**config.mk**
```make
export PLATFORM = sky130hd
export DESIGN_NAME = touch_voice_allocator_top
export DESIGN_NICKNAME = d
export VERILOG_FILES = /design/src/rtl/tva_pkg.sv /design/src/rtl/tva_voice_map.sv /design/src/rtl/tva_stamp_store.sv /design/src/rtl/tva_divider.sv /design/src/rtl/touch_voice_allocator_top.sv
export SDC_FILE = /design/constraint.sdc
export NUM_CORES = 2
export LEC_CHECK = 0
export BUFFER_PORTS_ARGS = -buffer_cell sky130_fd_sc_hd__buf_4
export CORE_MARGIN = 10
export CORE_UTILIZATION = 45
export DETAILED_ROUTE_END_ITERATION = 12
export MAX_ROUTING_LAYER = met4
export PLACE_DENSITY = 0.64
export RECOVER_POWER = 25
export SYNTH_ARGS = -nofsm -noshare
export SYNTH_HDL_FRONTEND = slang
export SYNTH_HIERARCHICAL = 1
export SYNTH_SLANG_ARGS = --single-unit
```
**constraint.sdc**
```tcl
create_clock -name clk -period 11.2 [get_ports clk]
set_input_delay 1.12 -clock clk [delete_from_list [all_inputs] [get_ports clk]]
set_output_delay 1.12 -clock clk [all_outputs]
set_load 0.01 [all_outputs]
```
**src/rtl/tva_pkg.sv**
```systemverilog
// Shared constants, codes and transaction types of the touch voice allocator.
`timescale 1ns / 1ps
package tva_pkg;

  localparam int VOICE_SLOTS = 16;
  localparam int IDX_W = (VOICE_SLOTS > 1) ? $clog2(VOICE_SLOTS) : 1;
  localparam int CNT_W = IDX_W + 1;
  localparam int DIV_CNT_W = (IDX_W > 1) ? $clog2(IDX_W) : 1;
  localparam int STAMP_W = 64;
  localparam int PORT_W = 5;
  localparam int STEP_W = 10;
  localparam int BASE_W = 16;
  localparam int PROD_W = IDX_W + STEP_W;
  localparam int CFG_DATA_W = 16;
  localparam int CFG_INDEX_W = 3;

  // Configuration register indexes.
  localparam logic [CFG_INDEX_W-1:0] CFG_CONTACT_LIMIT = 3'd0;
  localparam logic [CFG_INDEX_W-1:0] CFG_ASSIGN_MODE = 3'd1;
  localparam logic [CFG_INDEX_W-1:0] CFG_BASE_NODE = 3'd2;
  localparam logic [CFG_INDEX_W-1:0] CFG_NODE_STEP = 3'd3;
  localparam logic [CFG_INDEX_W-1:0] CFG_PORT_COUNT = 3'd4;
  localparam logic [CFG_INDEX_W-1:0] CFG_LED_ENABLE = 3'd5;

  // Configuration reset values.
  localparam logic [4:0] RST_CONTACT_LIMIT = 5'd16;
  localparam logic RST_ASSIGN_MODE = 1'b0;
  localparam logic [BASE_W-1:0] RST_BASE_NODE = 16'd13000;
  localparam logic [STEP_W-1:0] RST_NODE_STEP = 10'd10;
  localparam logic [PORT_W-1:0] RST_PORT_COUNT = 5'd1;
  localparam logic RST_LED_ENABLE = 1'b1;

  // Item codes.
  localparam logic OP_FRAME = 1'b0;
  localparam logic OP_CONTACT = 1'b1;

  localparam logic [1:0] CS_INVALID = 2'd0;
  localparam logic [1:0] CS_START = 2'd1;
  localparam logic [1:0] CS_MOVE = 2'd2;
  localparam logic [1:0] CS_END = 2'd3;

  localparam logic [1:0] LED_NONE = 2'd0;
  localparam logic [1:0] LED_ON = 2'd1;
  localparam logic [1:0] LED_OFF = 2'd2;

  typedef struct packed {
    logic       opcode;
    logic [7:0] contact_id;
    logic [1:0] contact_state;
  } item_t;

  typedef struct packed {
    logic [3:0]  voice_num;
    logic [16:0] node_index;
    logic [3:0]  port_index;
    logic        gate;
    logic [1:0]  led_action;
  } result_t;

  typedef struct packed {
    logic             rd_en;
    logic [IDX_W-1:0] rd_addr;
    logic             wr_en;
    logic [IDX_W-1:0] wr_addr;
    logic [IDX_W-1:0] wr_voice;
  } map_req_t;

  typedef struct packed {
    logic             valid;
    logic [IDX_W-1:0] voice;
  } map_rsp_t;

  typedef struct packed {
    logic               rd_en;
    logic [IDX_W-1:0]   rd_addr;
    logic               wr_en;
    logic [IDX_W-1:0]   wr_addr;
    logic [STAMP_W-1:0] wr_data;
  } stamp_req_t;

  typedef struct packed {
    logic              start;
    logic [IDX_W-1:0]  dividend;
    logic [PORT_W-1:0] divisor;
  } div_req_t;

  typedef struct packed {
    logic              done;
    logic [IDX_W-1:0]  quotient;
    logic [PORT_W-1:0] remainder;
  } div_rsp_t;

endpackage

```
**src/rtl/tva_voice_map.sv**
```systemverilog
// Contact-to-voice map: synchronous memory with per-entry assigned flags.
`timescale 1ns / 1ps
module tva_voice_map (
  input  logic              clk,
  input  logic              rst,
  input  tva_pkg::map_req_t req,
  output tva_pkg::map_rsp_t rsp
);
  import tva_pkg::*;

  logic [IDX_W-1:0] mem [VOICE_SLOTS];
  logic [VOICE_SLOTS-1:0] assigned;
  logic [IDX_W-1:0] rd_voice;
  logic rd_assigned;

  always_ff @(posedge clk) begin
    if (req.wr_en) begin
      mem[req.wr_addr] <= req.wr_voice;
    end
    if (req.rd_en) begin
      rd_voice <= mem[req.rd_addr];
    end
  end

  always_ff @(posedge clk) begin
    if (rst) begin
      assigned <= '0;
      rd_assigned <= 1'b0;
    end else begin
      if (req.wr_en) begin
        assigned[req.wr_addr] <= 1'b1;
      end
      if (req.rd_en) begin
        rd_assigned <= assigned[req.rd_addr];
      end
    end
  end

  assign rsp.valid = rd_assigned;
  assign rsp.voice = rd_voice;

endmodule

```
**src/rtl/tva_stamp_store.sv**
```systemverilog
// Per-voice frame stamp memory; entries never written read as zero.
`timescale 1ns / 1ps
module tva_stamp_store (
  input  logic                        clk,
  input  logic                        rst,
  input  tva_pkg::stamp_req_t         req,
  output logic [tva_pkg::STAMP_W-1:0] rd_data
);
  import tva_pkg::*;

  logic [STAMP_W-1:0] mem [VOICE_SLOTS];
  logic [VOICE_SLOTS-1:0] written;
  logic [STAMP_W-1:0] rd_q;
  logic rd_written;

  always_ff @(posedge clk) begin
    if (req.wr_en) begin
      mem[req.wr_addr] <= req.wr_data;
    end
    if (req.rd_en) begin
      rd_q <= mem[req.rd_addr];
    end
  end

  always_ff @(posedge clk) begin
    if (rst) begin
      written <= '0;
      rd_written <= 1'b0;
    end else begin
      if (req.wr_en) begin
        written[req.wr_addr] <= 1'b1;
      end
      if (req.rd_en) begin
        rd_written <= written[req.rd_addr];
      end
    end
  end

  assign rd_data = rd_written ? rd_q : '0;

endmodule

```
**src/rtl/tva_divider.sv**
```systemverilog
// Restoring divider, one quotient bit per cycle, for voice over port count.
`timescale 1ns / 1ps
module tva_divider (
  input  logic              clk,
  input  logic              rst,
  input  tva_pkg::div_req_t req,
  output tva_pkg::div_rsp_t rsp
);
  import tva_pkg::*;

  logic                 run;
  logic                 done;
  logic [DIV_CNT_W-1:0] count;
  logic [IDX_W-1:0]     dvd;
  logic [IDX_W-1:0]     quo;
  logic [PORT_W-1:0]    rem;
  logic [PORT_W-1:0]    dvs;
  logic [PORT_W:0]      trial;
  logic                 fits;

  assign trial = {rem, dvd[IDX_W-1]};
  assign fits = trial >= {1'b0, dvs};

  always_ff @(posedge clk) begin
    if (rst) begin
      run <= 1'b0;
      done <= 1'b0;
    end else if (req.start) begin
      run <= 1'b1;
      done <= 1'b0;
    end else if (run && count == '0) begin
      run <= 1'b0;
      done <= 1'b1;
    end
  end

  always_ff @(posedge clk) begin
    if (req.start) begin
      dvd <= req.dividend;
      dvs <= req.divisor;
      rem <= '0;
      quo <= '0;
      count <= DIV_CNT_W'(IDX_W - 1);
    end else if (run) begin
      // The remainder stays below the divisor, so it always fits back in PORT_W bits.
      rem <= fits ? PORT_W'(trial - {1'b0, dvs}) : PORT_W'(trial);
      quo <= IDX_W'({quo, fits});
      dvd <= IDX_W'({dvd, 1'b0});
      count <= count - 1'b1;
    end
  end

  assign rsp.done = done;
  assign rsp.quotient = quo;
  assign rsp.remainder = rem;

endmodule

```
**src/rtl/touch_voice_allocator_top.sv**
```systemverilog
// Touch voice allocator top level: command sequencer, configuration and result register.
// A direct start writes the voice map, then stamps, divides, multiplies and emits;
// a move or end first reads the map; an assign-mode start first scans the stamps.
// Frames and dropped contacts stay idle; an unstarted move or end stops after the map read.
// Throughput: one transaction at a time; a new one is taken in the cycle the result shows.
// Reset (rst, synchronous) restores the configuration defaults and clears all voice state.
`timescale 1ns / 1ps
module touch_voice_allocator_top (
  input  logic                                clk,
  input  logic                                rst,
  input  logic                                start,
  output logic                                busy,
  input  tva_pkg::item_t                      item,
  output logic                                result_strobe,
  output tva_pkg::result_t                    result,
  input  logic                                cfg_we,
  input  logic [tva_pkg::CFG_INDEX_W-1:0]     cfg_index,
  input  logic [tva_pkg::CFG_DATA_W-1:0]      cfg_data
);
  import tva_pkg::*;

  typedef enum logic [6:0] {
    S_IDLE  = 7'b0000001,
    S_MAPRD = 7'b0000010,
    S_SCAN  = 7'b0000100,
    S_STAMP = 7'b0001000,
    S_DIV   = 7'b0010000,
    S_MUL   = 7'b0100000,
    S_EMIT  = 7'b1000000
  } state_t;

  state_t state;
  state_t state_next;

  logic [4:0]        contact_limit;
  logic              assign_mode;
  logic [BASE_W-1:0] base_node;
  logic [STEP_W-1:0] node_step;
  logic [PORT_W-1:0] port_count;
  logic              led_enable;

  logic [STAMP_W-1:0] frame_count;
  logic               skip_rest;

  item_t              item_q;
  logic [IDX_W-1:0]   voice;
  logic [IDX_W-1:0]   cnt;
  logic [IDX_W-1:0]   best_idx;
  logic [STAMP_W-1:0] best_stamp;
  logic [IDX_W-1:0]   best_idx_next;
  logic [STAMP_W-1:0] best_stamp_next;
  logic [PROD_W-1:0]  prod;

  logic [CNT_W-1:0]   lim;
  logic [PORT_W-1:0]  ports;
  logic [IDX_W-1:0]   id_idx;
  logic               accept;
  logic               handled;
  logic               scan_last;

  map_req_t           map_req;
  map_rsp_t           map_rsp;
  stamp_req_t         stamp_req;
  logic [STAMP_W-1:0] stamp_rdata;
  div_req_t           div_req;
  div_rsp_t           div_rsp;
  result_t            result_next;

  tva_voice_map u_map (
    .clk (clk),
    .rst (rst),
    .req (map_req),
    .rsp (map_rsp)
  );

  tva_stamp_store u_stamp (
    .clk     (clk),
    .rst     (rst),
    .req     (stamp_req),
    .rd_data (stamp_rdata)
  );

  tva_divider u_div (
    .clk (clk),
    .rst (rst),
    .req (div_req),
    .rsp (div_rsp)
  );

  always_comb begin
    if (32'(contact_limit) > 32'(VOICE_SLOTS)) begin
      lim = CNT_W'(VOICE_SLOTS);
    end else begin
      lim = CNT_W'(contact_limit);
    end
  end

  assign ports = (port_count == '0) ? PORT_W'(1) : port_count;
  assign id_idx = item.contact_id[IDX_W-1:0];
  assign accept = start && (state == S_IDLE);
  assign busy = (state != S_IDLE);

  // A contact that is processed: not skipped, in range and not invalid.
  assign handled = (item.opcode == OP_CONTACT) && !skip_rest &&
                   (32'(item.contact_id) < 32'(lim)) && (item.contact_state != CS_INVALID);

  assign scan_last = ({1'b0, cnt} == lim - 1'b1);

  always_comb begin
    if (cnt == '0 || stamp_rdata < best_stamp) begin
      best_idx_next = cnt;
      best_stamp_next = stamp_rdata;
    end else begin
      best_idx_next = best_idx;
      best_stamp_next = best_stamp;
    end
  end

  always_comb begin
    state_next = state;
    map_req = '0;
    stamp_req = '0;
    div_req.start = 1'b0;
    div_req.dividend = voice;
    div_req.divisor = ports;
    case (state)
      S_IDLE: begin
        if (accept && handled) begin
          if (item.contact_state == CS_START) begin
            if (assign_mode) begin
              stamp_req.rd_en = 1'b1;
              stamp_req.rd_addr = '0;
              state_next = S_SCAN;
            end else begin
              map_req.wr_en = 1'b1;
              map_req.wr_addr = id_idx;
              map_req.wr_voice = id_idx;
              state_next = S_STAMP;
            end
          end else begin
            map_req.rd_en = 1'b1;
            map_req.rd_addr = id_idx;
            state_next = S_MAPRD;
          end
        end
      end
      S_MAPRD: begin
        // A move or end for a contact that never started gives no result.
        state_next = map_rsp.valid ? S_STAMP : S_IDLE;
      end
      S_SCAN: begin
        if (scan_last) begin
          map_req.wr_en = 1'b1;
          map_req.wr_addr = item_q.contact_id[IDX_W-1:0];
          map_req.wr_voice = best_idx_next;
          state_next = S_STAMP;
        end else begin
          stamp_req.rd_en = 1'b1;
          stamp_req.rd_addr = cnt + 1'b1;
        end
      end
      S_STAMP: begin
        stamp_req.wr_en = 1'b1;
        stamp_req.wr_addr = voice;
        stamp_req.wr_data = frame_count;
        div_req.start = 1'b1;
        state_next = S_DIV;
      end
      S_DIV: begin
        if (div_rsp.done) begin
          state_next = S_MUL;
        end
      end
      S_MUL: begin
        state_next = S_EMIT;
      end
      S_EMIT: begin
        state_next = S_IDLE;
      end
      default: begin
        state_next = S_IDLE;
      end
    endcase
  end

  always_comb begin
    result_next.voice_num = 4'(voice);
    result_next.node_index = 17'(32'(base_node) + 32'(prod));
    result_next.port_index = 4'(div_rsp.remainder);
    result_next.gate = item_q.contact_state inside {CS_START, CS_MOVE};
    if (led_enable && item_q.contact_state == CS_START) begin
      result_next.led_action = LED_ON;
    end else if (led_enable && item_q.contact_state == CS_END) begin
      result_next.led_action = LED_OFF;
    end else begin
      result_next.led_action = LED_NONE;
    end
  end

  always_ff @(posedge clk) begin
    if (rst) begin
      state <= S_IDLE;
      result_strobe <= 1'b0;
      frame_count <= '0;
      skip_rest <= 1'b0;
      contact_limit <= RST_CONTACT_LIMIT;
      assign_mode <= RST_ASSIGN_MODE;
      base_node <= RST_BASE_NODE;
      node_step <= RST_NODE_STEP;
      port_count <= RST_PORT_COUNT;
      led_enable <= RST_LED_ENABLE;
    end else begin
      state <= state_next;
      result_strobe <= (state == S_EMIT);
      if (accept) begin
        if (item.opcode == OP_FRAME) begin
          frame_count <= frame_count + 1'b1;
          skip_rest <= 1'b0;
        end else if (32'(item.contact_id) >= 32'(lim)) begin
          skip_rest <= 1'b1;
        end
      end
      if (cfg_we) begin
        case (cfg_index)
          CFG_CONTACT_LIMIT: contact_limit <= cfg_data[4:0];
          CFG_ASSIGN_MODE:   assign_mode <= cfg_data[0];
          CFG_BASE_NODE:     base_node <= cfg_data[BASE_W-1:0];
          CFG_NODE_STEP:     node_step <= cfg_data[STEP_W-1:0];
          CFG_PORT_COUNT:    port_count <= cfg_data[PORT_W-1:0];
          CFG_LED_ENABLE:    led_enable <= cfg_data[0];
          default: begin
          end
        endcase
      end
    end
  end

  always_ff @(posedge clk) begin
    if (accept) begin
      item_q <= item;
      voice <= id_idx;
      cnt <= '0;
    end
    if (state == S_MAPRD) begin
      voice <= map_rsp.voice;
    end
    if (state == S_SCAN) begin
      cnt <= cnt + 1'b1;
      best_idx <= best_idx_next;
      best_stamp <= best_stamp_next;
      if (scan_last) begin
        voice <= best_idx_next;
      end
    end
    if (state == S_MUL) begin
      prod <= PROD_W'(div_rsp.quotient) * PROD_W'(node_step);
    end
    if (state == S_EMIT) begin
      result <= result_next;
    end
  end

endmodule

```
==> impl_metrics.env <==
export IMPL_worstMarginPinSlew_ns=3.31
export IMPL_hold_violations=0
export IMPL_rsz0062_at_grt="no"
export IMPL_pin_count=64
export IMPL_ys_ff_latch=1447
export IMPL_outcome="finished with violations"
export IMPL_ant_nets=0
export IMPL_grt_pass1_vias=29800
export IMPL_power_mw=10.7
export IMPL_diodes=0
export IMPL_post_route_drc_count=0
export IMPL_slew_headroom_pct=-121
export IMPL_grt_first_pass_wirelength_um=193000
export IMPL_synth_edff_count=1285
export IMPL_start_kind="register"
export IMPL_hp_class="register to register"
export IMPL_p_leak_nw=18.7
export IMPL_portBuffers=63
export IMPL_setup_viol=0
export IMPL_cts_setup_buffers=0
export IMPL_vdd_drop_max_mv=0.150
export IMPL_ctsHoldBuffers=0
export IMPL_antenna_found_initial=2
export IMPL_syn_to_final_growth_pct=12.1
export IMPL_syn_nets=3423
export IMPL_critPathCaptureType="register"
export IMPL_finalCritPeriodShare_pct=56.3
export IMPL_slew_viol_final=296
export IMPL_post_synth_instance_area_um2=58700
export IMPL_drt_pre_antenna_iters=5
export IMPL_fillCellCount=10500
export IMPL_rows=132
export IMPL_insertion_delay_ns=0.78
export IMPL_powerDensity_nw_per_um2=163
export IMPL_yosysSeqAreaShare_pct=71.3
export IMPL_finalClockSkew_ns=0.0347
export IMPL_clock_root_buffer="clkbuf_16"
export IMPL_async_flop_share_pct=0
export IMPL_die_h_um=381
export IMPL_avgSynthCellArea_um2=18.0
export IMPL_ys_flop_type="edfxtp_1"
export IMPL_cts_resized=0
export IMPL_dr_first_iter_drc_count=2687
export IMPL_htree_levels=4
export IMPL_grt_max_degree=168
export IMPL_grtUsageTotal_pct=18.2
export IMPL_routabilityCongestion=0.778
export IMPL_fin_util_pct=50.8
export IMPL_start_util_pct=45.3
export IMPL_ys_types=76
export IMPL_synth_warnings=6
export IMPL_final_nets=3556
export IMPL_dieArea_um2=145000
export IMPL_critPathRequiredTime_ns=11.57
export IMPL_cp_max_fo=64
export IMPL_period_needed_ns=6.30
export IMPL_drt_total_wl_um=130000
export IMPL_vias=29500
export IMPL_hpwl_um=70100
export IMPL_arrival_ns=6.68
export IMPL_cts_buffer_depth=3
export IMPL_die_w_um=381
export IMPL_gr_total_overflow=0
export IMPL_path_class="register to register"
export IMPL_cts_sinks=1447
export IMPL_viasPerCell=5.62
export IMPL_violations="max-capacitance violations, max-slew violations"
export IMPL_wl_per_cell_um=24.7
export IMPL_maxCapViolations=7
export IMPL_cts_buffers=146
export IMPL_timing_fmax_ghz=0.159
export IMPL_cts_tree="built"
export IMPL_tns_ns=0
export IMPL_syn_inst=3259
export IMPL_core_um2=129000
export IMPL_clk_pin_slew_worst_paths_ns=0.06
export IMPL_drive_gt1_share_pct=19.0
==> layout make-up <==
type / instances / area, um2 / share of cell area, %
clock buffer: 186 / 3930 / 5.97
inverter: 140 / 526 / 0.798
clock inverter: 82 / 830 / 1.26
timing repair buffer: 123 / 779 / 1.18
multi-input combinational: 1534 / 15800 / 23.9
sequential: 1447 / 41800 / 63.5
tap: 1742 / 2180 / 3.31
==> synth_stat cells, types with 9 or more instances <==
library cell | instances | area, um2
a21oi_1 | 86 | 430
or3_1 | 21 | 131
buf_2 | 16 | 80.1
nand3_1 | 34 | 170
mux2i_1 | 27 | 270
nor4_1 | 10 | 62.6
nand2b_1 | 12 | 75.1
mux4_1 | 9 | 236
o211ai_1 | 10 | 75.1
dfxtp_1 | 162 | 3240
inv_1 | 139 | 522
buf_6 | 9 | 101
fa_1 | 18 | 360
and2_1 | 166 | 1040
nand4_1 | 31 | 194
buf_1 | 12 | 45.0
o21ai_0 | 58 | 290
xnor2_1 | 43 | 377
ha_1 | 112 | 1400
and3_1 | 10 | 62.6
mux4_2 | 335 | 7540
nand2_1 | 161 | 604
xor2_1 | 35 | 307
nor3_1 | 23 | 115
nor2_1 | 204 | 766
nor2b_1 | 11 | 68.8
clkbuf_1 | 77 | 289
buf_4 | 23 | 173
edfxtp_1 | 1285 | 38600
==> cells by family (layout without fill, tap and decap cells) <==
group / after synthesis / in the layout / share of synthesized area, %
AOI/OAI and AO/OA: 217 / 217 / 2.22
DFF: 1447 / 1447 / 71.3
xor gates and xnor gates: 78 / 78 / 1.16
and+or+nand+nor: 735 / 735 / 6.47
buffers and inverters: 278 / 531 / 2.10
adders and majority gates: 130 / 130 / 3.00
muxes: 374 / 374 / 13.8
==> worst max-delay path: stages, from the launching register on <==
cell and delay [ns]:
dfxtp_1 1.26, clkbuf_1 1.28, and2_0 0.42, ha_1 0.32, nand4_1 0.17, nor4_1 0.09, nand2_1 0.31, o2111ai_1 0.15
a31oi_1 0.61, o22a_1 0.31, and2_4 0.87
==> cell usage in the layout, fill, tap and decap left out, types with 43 or more instances in the layout <==
master	count
clkbuf_1	76
dfxtp_1	162
ha_1	112
a21oi_1	86
mux4_2	335
nand2_1	161
xnor2_1	43
and2_1	73
nor2_1	190
and2_0	91
clkbuf_16	149
o21ai_0	57
buf_4	75
edfxtp_1	1285
inv_1	139
==> path summary, 6_finish.rpt <==
path                                          from        endpoint  slack [ns]  cells after the start
worst max-delay path            u_stamp/rd_written  best_stamp[37]        4.90                     10
worst min-delay path                  base_node[2]    base_node[2]        0.46                      2
worst max register to register  u_stamp/rd_written  best_stamp[37]        4.90                     10
worst min register to register        base_node[2]    base_node[2]        0.46                      2
==> state kept, by name (all words and copies together), names as in the netlist, 28 cells and up <==
signal / count
u_stamp/mem: 1024
best_stamp: 64
frame_count: 64
u_map/mem: 64
u_stamp/rd_q: 64
result: 28
==> stage by stage <==
| step | instances | setup WS (ns) | hold WS [ns] | cell area [um2] |
|---|---|---|---|---|
| 2_1_floorplan | 3259 | 3.06 | 0.435 | 58700 |
| 3_3_place_gp | 4986 | 5.75 | 0.443 | 61300 |
| 3_5_place_dp | 4986 | 5.66 | 0.450 | 61300 |
| 4_1_cts | 5254 | 5.65 | 0.462 | 66000 |
| 5_1_grt | 5254 | 4.52 | 0.480 | 65800 |
| 6_report | 5254 | 4.90 | 0.461 | 65800 |
==> metal layers <==
layer	wire length, um	vias up	GRT usage [%]
li1	-	13000	-
met1	56800	15500	24.7
met2	63100	835	28.9
met3	7160	171	2.87
met4	2490	0	4.64
met5	0	-	-
==> power by group <==
| part | internal (mW) | switching [mW] |
|---|---|---|
| registers | 5.80 | 0.0120 |
| logic | 0.0288 | 0.0498 |
| clock network | 2.81 | 2.02 |
| total | 8.64 | 2.08 |
Note: power is estimated with default switching activity, not from simulation.
